`src/stepgen_pkg.sv`:
```
// Shared constants for the step and direction pulse generator.
package stepgen_pkg;

   localparam int unsigned ActionWidth = 2;
   localparam int unsigned CountWidth  = 32;
   localparam int unsigned IdleWidth   = 16;
   localparam int unsigned UstepWidth  = 8;
   localparam int unsigned CsrAddrWidth = 2;
   localparam int unsigned CsrDataWidth = 16;
   localparam int unsigned RspDataWidth = 72;

   // item kinds carried in tuser
   localparam logic [ActionWidth-1:0] ACTION_TICK  = 2'd0;
   localparam logic [ActionWidth-1:0] ACTION_LOAD  = 2'd1;
   localparam logic [ActionWidth-1:0] ACTION_LIMIT = 2'd2;

   // register indexes
   localparam logic [CsrAddrWidth-1:0] CSR_IDLE_TICKS   = 2'd0;
   localparam logic [CsrAddrWidth-1:0] CSR_USTEPS       = 2'd1;
   localparam logic [CsrAddrWidth-1:0] CSR_LIMITS_ARMED = 2'd2;

   localparam logic [IdleWidth-1:0]  IDLE_TICKS_RESET = 16'd1000;
   localparam logic [UstepWidth-1:0] USTEPS_RESET     = 8'd8;
   localparam logic [IdleWidth-1:0]  IDLE_COUNT_MAX   = 16'hFFFF;

endpackage

```
`src/stepper_step_dir_generator_unit.sv`:
```
// Top level of the step and direction pulse generator.
// Path: a beat accepted on req_ passes through the input register, then the
// result register, to rsp_; one result beat per request beat.
// Throughput: one beat per cycle while rsp_ is not stalled; the state update is
// a single compare and increment pass between the input and result registers.
// Reset: synchronous, active high; clears all motion state and loads the
// register defaults (1000 idle ticks, 8 microsteps, limits disarmed).
module stepper_step_dir_generator_unit
   import stepgen_pkg::*;
(
   input  logic                    clock,
   input  logic                    reset,
   // request channel
   input  logic                    req_tvalid,
   output logic                    req_tready,
   input  logic [CountWidth-1:0]   req_tdata,   // [31:0] step_request
   input  logic [ActionWidth-1:0]  req_tuser,   // [1:0] action
   // result channel
   output logic                    rsp_tvalid,
   input  logic                    rsp_tready,
   // [0] step_line, [1] dir_line, [2] enable_n_line, [3] running,
   // [35:4] position, [67:36] pending_steps, [71:68] zero
   output logic [RspDataWidth-1:0] rsp_tdata,
   // register write port
   input  logic                    csr_we,
   input  logic [CsrAddrWidth-1:0] csr_addr,
   input  logic [CsrDataWidth-1:0] csr_wdata
);

   // configuration
   logic [IdleWidth-1:0]  idle_ticks_ff;
   logic [UstepWidth-1:0] usteps_ff;
   logic                  limits_armed_ff;

   // input register
   logic                   s1_valid_ff;
   logic [ActionWidth-1:0] s1_action_ff;
   logic [CountWidth-1:0]  s1_request_ff;

   // motion state
   logic [CountWidth-1:0] pending_ff, pending_in;
   logic                  step_ff, step_in;
   logic                  dir_ff, dir_in;
   logic                  enable_n_ff, enable_n_in;
   logic                  active_ff, active_in;
   logic [IdleWidth-1:0]  idle_count_ff, idle_count_in;
   logic [UstepWidth-1:0] ustep_count_ff, ustep_count_in;
   logic [CountWidth-1:0] position_ff, position_in;

   // result register
   logic                    rsp_valid_ff;
   logic [RspDataWidth-1:0] rsp_data_ff;

   logic out_free;
   logic advance;

   assign out_free   = !rsp_valid_ff || rsp_tready;
   assign advance    = s1_valid_ff && out_free;
   assign req_tready = !s1_valid_ff || out_free;
   assign rsp_tvalid = rsp_valid_ff;
   assign rsp_tdata  = rsp_data_ff;

   always_ff @(posedge clock) begin
      if (reset) begin
         idle_ticks_ff   <= IDLE_TICKS_RESET;
         usteps_ff       <= USTEPS_RESET;
         limits_armed_ff <= 1'b0;
      end else if (csr_we) begin
         unique case (csr_addr)
            CSR_IDLE_TICKS:   idle_ticks_ff   <= csr_wdata;
            CSR_USTEPS:       usteps_ff       <= csr_wdata[UstepWidth-1:0];
            CSR_LIMITS_ARMED: limits_armed_ff <= csr_wdata[0];
            default: ;
         endcase
      end
   end

   // next state for the beat held in the input register
   always_comb begin
      logic                  fwd;
      logic                  step_tgl;
      logic [UstepWidth-1:0] ustep_inc;
      logic [IdleWidth-1:0]  idle_inc;

      pending_in     = pending_ff;
      step_in        = step_ff;
      dir_in         = dir_ff;
      enable_n_in    = enable_n_ff;
      active_in      = active_ff;
      idle_count_in  = idle_count_ff;
      ustep_count_in = ustep_count_ff;
      position_in    = position_ff;

      fwd       = !pending_ff[CountWidth-1];
      step_tgl  = !step_ff;
      ustep_inc = ustep_count_ff + 1'b1;
      idle_inc  = (idle_count_ff != IDLE_COUNT_MAX) ? idle_count_ff + 1'b1 : idle_count_ff;

      case (s1_action_ff)
         ACTION_TICK: begin
            if (pending_ff == '0) begin
               idle_count_in = idle_inc;
               step_in       = 1'b0;
               if (active_ff && idle_inc >= idle_ticks_ff) begin
                  enable_n_in = 1'b1;
                  active_in   = 1'b0;
               end
            end else begin
               idle_count_in = '0;
               enable_n_in   = 1'b0;
               active_in     = 1'b1;
               dir_in        = fwd;
               step_in       = step_tgl;
               // falling edge of the step line completes one pulse
               if (!step_tgl) begin
                  pending_in = fwd ? pending_ff - 1'b1 : pending_ff + 1'b1;
                  if (ustep_inc >= usteps_ff) begin
                     ustep_count_in = '0;
                     position_in    = fwd ? position_ff + 1'b1 : position_ff - 1'b1;
                  end else begin
                     ustep_count_in = ustep_inc;
                  end
               end
            end
         end
         ACTION_LOAD:  pending_in = s1_request_ff;
         ACTION_LIMIT: begin
            if (limits_armed_ff) pending_in = '0;
         end
         default: ;
      endcase
   end

   always_ff @(posedge clock) begin
      if (reset) begin
         s1_valid_ff    <= 1'b0;
         rsp_valid_ff   <= 1'b0;
         pending_ff     <= '0;
         step_ff        <= 1'b0;
         dir_ff         <= 1'b1;
         enable_n_ff    <= 1'b1;
         active_ff      <= 1'b0;
         idle_count_ff  <= '0;
         ustep_count_ff <= '0;
         position_ff    <= '0;
      end else begin
         if (req_tready) begin
            s1_valid_ff <= req_tvalid;
         end
         if (out_free) begin
            rsp_valid_ff <= s1_valid_ff;
         end
         if (advance) begin
            pending_ff     <= pending_in;
            step_ff        <= step_in;
            dir_ff         <= dir_in;
            enable_n_ff    <= enable_n_in;
            active_ff      <= active_in;
            idle_count_ff  <= idle_count_in;
            ustep_count_ff <= ustep_count_in;
            position_ff    <= position_in;
         end
      end
   end

   // payload registers
   always_ff @(posedge clock) begin
      if (req_tready && req_tvalid) begin
         s1_action_ff  <= req_tuser;
         s1_request_ff <= req_tdata;
      end
      if (advance) begin
         rsp_data_ff <= {4'b0, pending_in, position_in, active_in, enable_n_in,
                         dir_in, step_in};
      end
   end

   // enable and active always move as a pair
   assert property (@(posedge clock) disable iff (reset)
      enable_n_ff != active_ff)
      else $error("enable_n and active out of step");

   // motion state only moves when a beat is processed
   assert property (@(posedge clock) disable iff (reset)
      !advance |=> $stable(pending_ff) && $stable(position_ff) && $stable(step_ff))
      else $error("state changed without a processed beat");

   // a tick with nothing pending leaves the step line low
   assert property (@(posedge clock) disable iff (reset)
      advance && s1_action_ff == ACTION_TICK && pending_ff == '0 |=> !step_ff)
      else $error("step line high after idle tick");

   // a tick with steps pending restarts the idle count
   assert property (@(posedge clock) disable iff (reset)
      advance && s1_action_ff == ACTION_TICK && pending_ff != '0 |=> idle_count_ff == '0)
      else $error("idle count not cleared by a stepping tick");

endmodule
```
`config.mk`:
```
export PLATFORM = sky130hd
export DESIGN_NAME = stepper_step_dir_generator_unit
export DESIGN_NICKNAME = d
export VERILOG_FILES = /design/src/stepgen_pkg.sv /design/src/stepper_step_dir_generator_unit.sv
export SDC_FILE = /design/constraint.sdc
export NUM_CORES = 1
export LEC_CHECK = 0
export ABC_AREA = 0
export BUFFER_PORTS_ARGS = -buffer_cell sky130_fd_sc_hd__buf_4
export CAP_MARGIN = 30
export CORE_MARGIN = 2
export CORE_UTILIZATION = 40
export CTS_BUF_LIST = sky130_fd_sc_hd__clkbuf_8
export DETAILED_ROUTE_END_ITERATION = 10
export HOLD_SLACK_MARGIN = 0.1
export MAX_ROUTING_LAYER = met4
export PLACE_DENSITY = 0.65
export SETUP_SLACK_MARGIN = 0.05
export SLEW_MARGIN = 20
export SYNTH_ARGS = -nofsm -noshare
export SYNTH_HDL_FRONTEND = slang
export SYNTH_SLANG_ARGS = --single-unit
export TNS_END_PERCENT = 10
```
`constraint.sdc`:
```
create_clock -name clock -period 5 [get_ports clock]
set_input_delay 1 -clock clock [delete_from_list [all_inputs] [get_ports clock]]
set_output_delay 1 -clock clock [all_outputs]
set_load 0.02 [all_outputs]
```
==> metrics.txt <==
sequential-to-total area share from yosys stat=41.73%; fin nets=1730; Clock Latency Late Sink=0.55 ns; Post-Route WL=35400 µm; RSZ-0062 raised after global routing=no; Worst-Margin Slew=0.8840 ns; min cycle time layout=4.251 ns; GPL Wtd Cong=0.9511; library cells used by synthesis=75; DP Worst Slack=0.7847 ns; Vias/cell=5.543; final hold vios=0; run status=finished, final reports clean; Clock Pin Slew Worst Setup and Hold Paths=0.06 ns; f_max=235.2 MHz; Setup CP Type=reg -> reg; pwr dens=311.5 nW/µm²; top post-synthesis cells by area=edfxtp_1, dfxtp_1, ha_1; die span in x=184.6 µm; Pwr Total=4.768 mW; synthesized area=13050 µm²; area grow syn2layout=17.32%; crit-path max FO=8; Seq cells post-synth=221; cell count after synthesis=1457; all-layer global routing usage=21.13%; Final Cycle Share=85.03%; Max-slew headroom=41.07%; area leader, netlist=edfxtp_1; CP Launch Type=register; maximum clock path buffer count=3; asr flop ratio synth=0%; Antenna Cells=0; DRC=0; crit-path max cell delay=0.45 ns; Inst Count DP=1981; Worst Hold Class=reg -> reg; Die ar.=34080 µm²; number of global-route vias before repair=10590; IO Count=131; Yosys warnings=0; Max Slew Vio Count=0; VDD IR max=163.3 µV; TritonRoute pass-1 iters=5; number of max-cap violations=0; post_cts resized=0; die height=184.6 µm; share of the synthesized area in the top cell type=23.48%; post-route setup slack=0.7487 ns; syn_area_per_cell=8.955 µm²; IO Port Bufs=126; post-DP HPWL=25070 µm; DRT iter0 DRCs=1045; largest net degree at the start of global routing=77; Max H-tree Level=2; Worst Clk Skew=0.02837 ns; total CTS buffers=41; Post-synth EDFFs=102; worst path cell trace=and3_1 > and4_1 > nand3_1 > nor4_1 > nand4_1 > nor2b_1 > nand2_1 > xnor2_1 > ha_1 > a21o_1 > a211o_1 > a311oi_1 > a221o_1 > o21ai_0 > a31oi_1 > a21oi_1; Cell Count, Final, Fillers Out=2058; Avg WL per Cell=17.20 µm; # rows=66; Primary FF master, synth=dfxtp_1; GRT overflow=0; Critical Path AT=4.51 ns; WP buf/inv=0; slowest cell on the critical path=dfxtp_1; hold_buf cts=0; # clock sinks=221; Critical Path RT=5.25 ns; layout cell share with drive strength beyond 1=14.85%; Initial Util=40.41%; Setup crit end kind=register; Final setup viols=0; via count=11410; ANT nets after route=0; Lkg Pwr=6.456 nW; worst hold slack=0.4535 ns; setup bufs post-CTS=0; clk root buf=clkbuf_8; total negative slack=0 ns; CTS tree=built; Placeable Area=32290 µm²; global-route wire length before repair=55600 µm; crit-path leading delay family=simple AND/OR/NAND/NOR gates; initial antenna violation count=0
-- cell usage in the layout (no fill, tap or decap), types with 11 or more instances in the layout --
cell type / synthesis / routed
a311oi_1: 11 / 11
a21oi_1: 165 / 165
inv_1: 54 / 66
clkbuf_8: 0 / 48
nand2b_1: 13 / 13
buf_4: 4 / 148
o21a_1: 24 / 24
a22oi_1: 12 / 12
xor2_1: 26 / 26
a21o_1: 38 / 38
nand4_1: 13 / 13
a211oi_1: 13 / 13
mux2i_1: 12 / 12
and3_1: 11 / 11
nor3_1: 25 / 24
edfxtp_1: 102 / 102
xnor2_1: 43 / 43
ha_1: 87 / 87
o21ai_0: 94 / 94
dfxtp_1: 119 / 119
o211ai_1: 17 / 17
a31oi_1: 12 / 12
nand2_1: 176 / 176
nor2_1: 129 / 129
nand3_1: 29 / 29
-- state kept, by name, indices dropped and copies added, names as in the netlist, 2 cells and up --
register,cells
s1_action_ff,2
pending_ff,32
ustep_count_ff,8
usteps_ff,8
idle_count_ff,16
s1_request_ff,32
rsp_tdata,68
idle_ticks_ff,16
position_ff,32
-- worst reg2reg max path, stage by stage (launching register included) --
cell and delay [ns]:
dfxtp_1 0.45, and3_1 0.28, and4_1 0.27, nand3_1 0.17, nor4_1 0.33, nand4_1 0.34
nor2b_1 0.31, nand2_1 0.12, xnor2_1 0.14, ha_1 0.27, a21o_1 0.18, a211o_1 0.30
a311oi_1 0.21, a221o_1 0.16, o21ai_0 0.17, a31oi_1 0.23, a21oi_1 0.06
-- power by group --
part / switching, mW / internal (mW) / leakage [nW]
Clock: 0.765 / 0.978 / 0.479
Combinational: 0.607 / 0.391 / 4.02
Sequential: 0.0505 / 1.98 / 1.96
Total: 1.42 / 3.35 / 6.46
-- worst paths after layout --
check,endpoint,cells after the start,slack (ns),from
max,rsp_tdata[2],16,0.75,idle_count_ff[3]
min,idle_ticks_ff[10],2,0.45,idle_ticks_ff[10]
max reg2reg,rsp_tdata[2],16,0.75,idle_count_ff[3]
min reg2reg,idle_ticks_ff[10],2,0.45,idle_ticks_ff[10]
-- layer usage --
metal,global-route usage (%),wire (µm),up-vias
li1,-,-,5634
met1,28.53,16670,5378
met2,32.96,15950,342
met3,3.339,2096,53
met4,5.664,681,0
met5,-,0,-
-- final cells by class --
cell class / count / area [µm²]
Fill cell: 3128 / 16980
Timing Repair Buffer: 149 / 1131
Tap cell: 442 / 553.0
Multi-Input combinational cell: 1117 / 7144
Clock buffer: 48 / 660.6
Inverter: 54 / 205.2
Clock inverter: 27 / 167.7
Sequential cell: 221 / 5445
-- logic make-up after synthesis --
kind of cell	synth area share [%]
adder cells (fa/ha/maj)	8.650
multiplexers	1.697
AO/OA/AOI/OAI	23.84
flip-flops	41.73
buffers and inverters	3.711
other	0.02874
XOR/XNOR	4.632
AND/OR/NAND/NOR	15.71
-- synthesized netlist by cell type, types with 7 or more instances --
cell / instances
nand2_1: 176
and3_1: 11
a31oi_1: 12
mux2i_1: 12
o21bai_1: 9
a21oi_1: 165
a311oi_1: 11
clkbuf_1: 55
o31ai_1: 7
nor2_1: 129
a21o_1: 38
a211oi_1: 13
nand4_1: 13
nand2b_1: 13
nor3_1: 25
xor2_1: 26
xnor2_1: 43
mux2_2: 9
inv_1: 54
ha_1: 87
o21ai_0: 94
nor2b_1: 7
o21a_1: 24
a22oi_1: 12
nand3_1: 29
a2bb2oi_1: 9
dfxtp_1: 119
edfxtp_1: 102
nor4_1: 9
o211ai_1: 17
-- stage by stage --
stage	util, %	area [µm²]
after floorplan	-	13060
after global placement	44.71	14440
after detailed placement	44.76	14450
after CTS	47.32	15280
after global routing	47.41	15310
final	47.41	15310
Note: power is estimated with default switching activity, not from simulation.
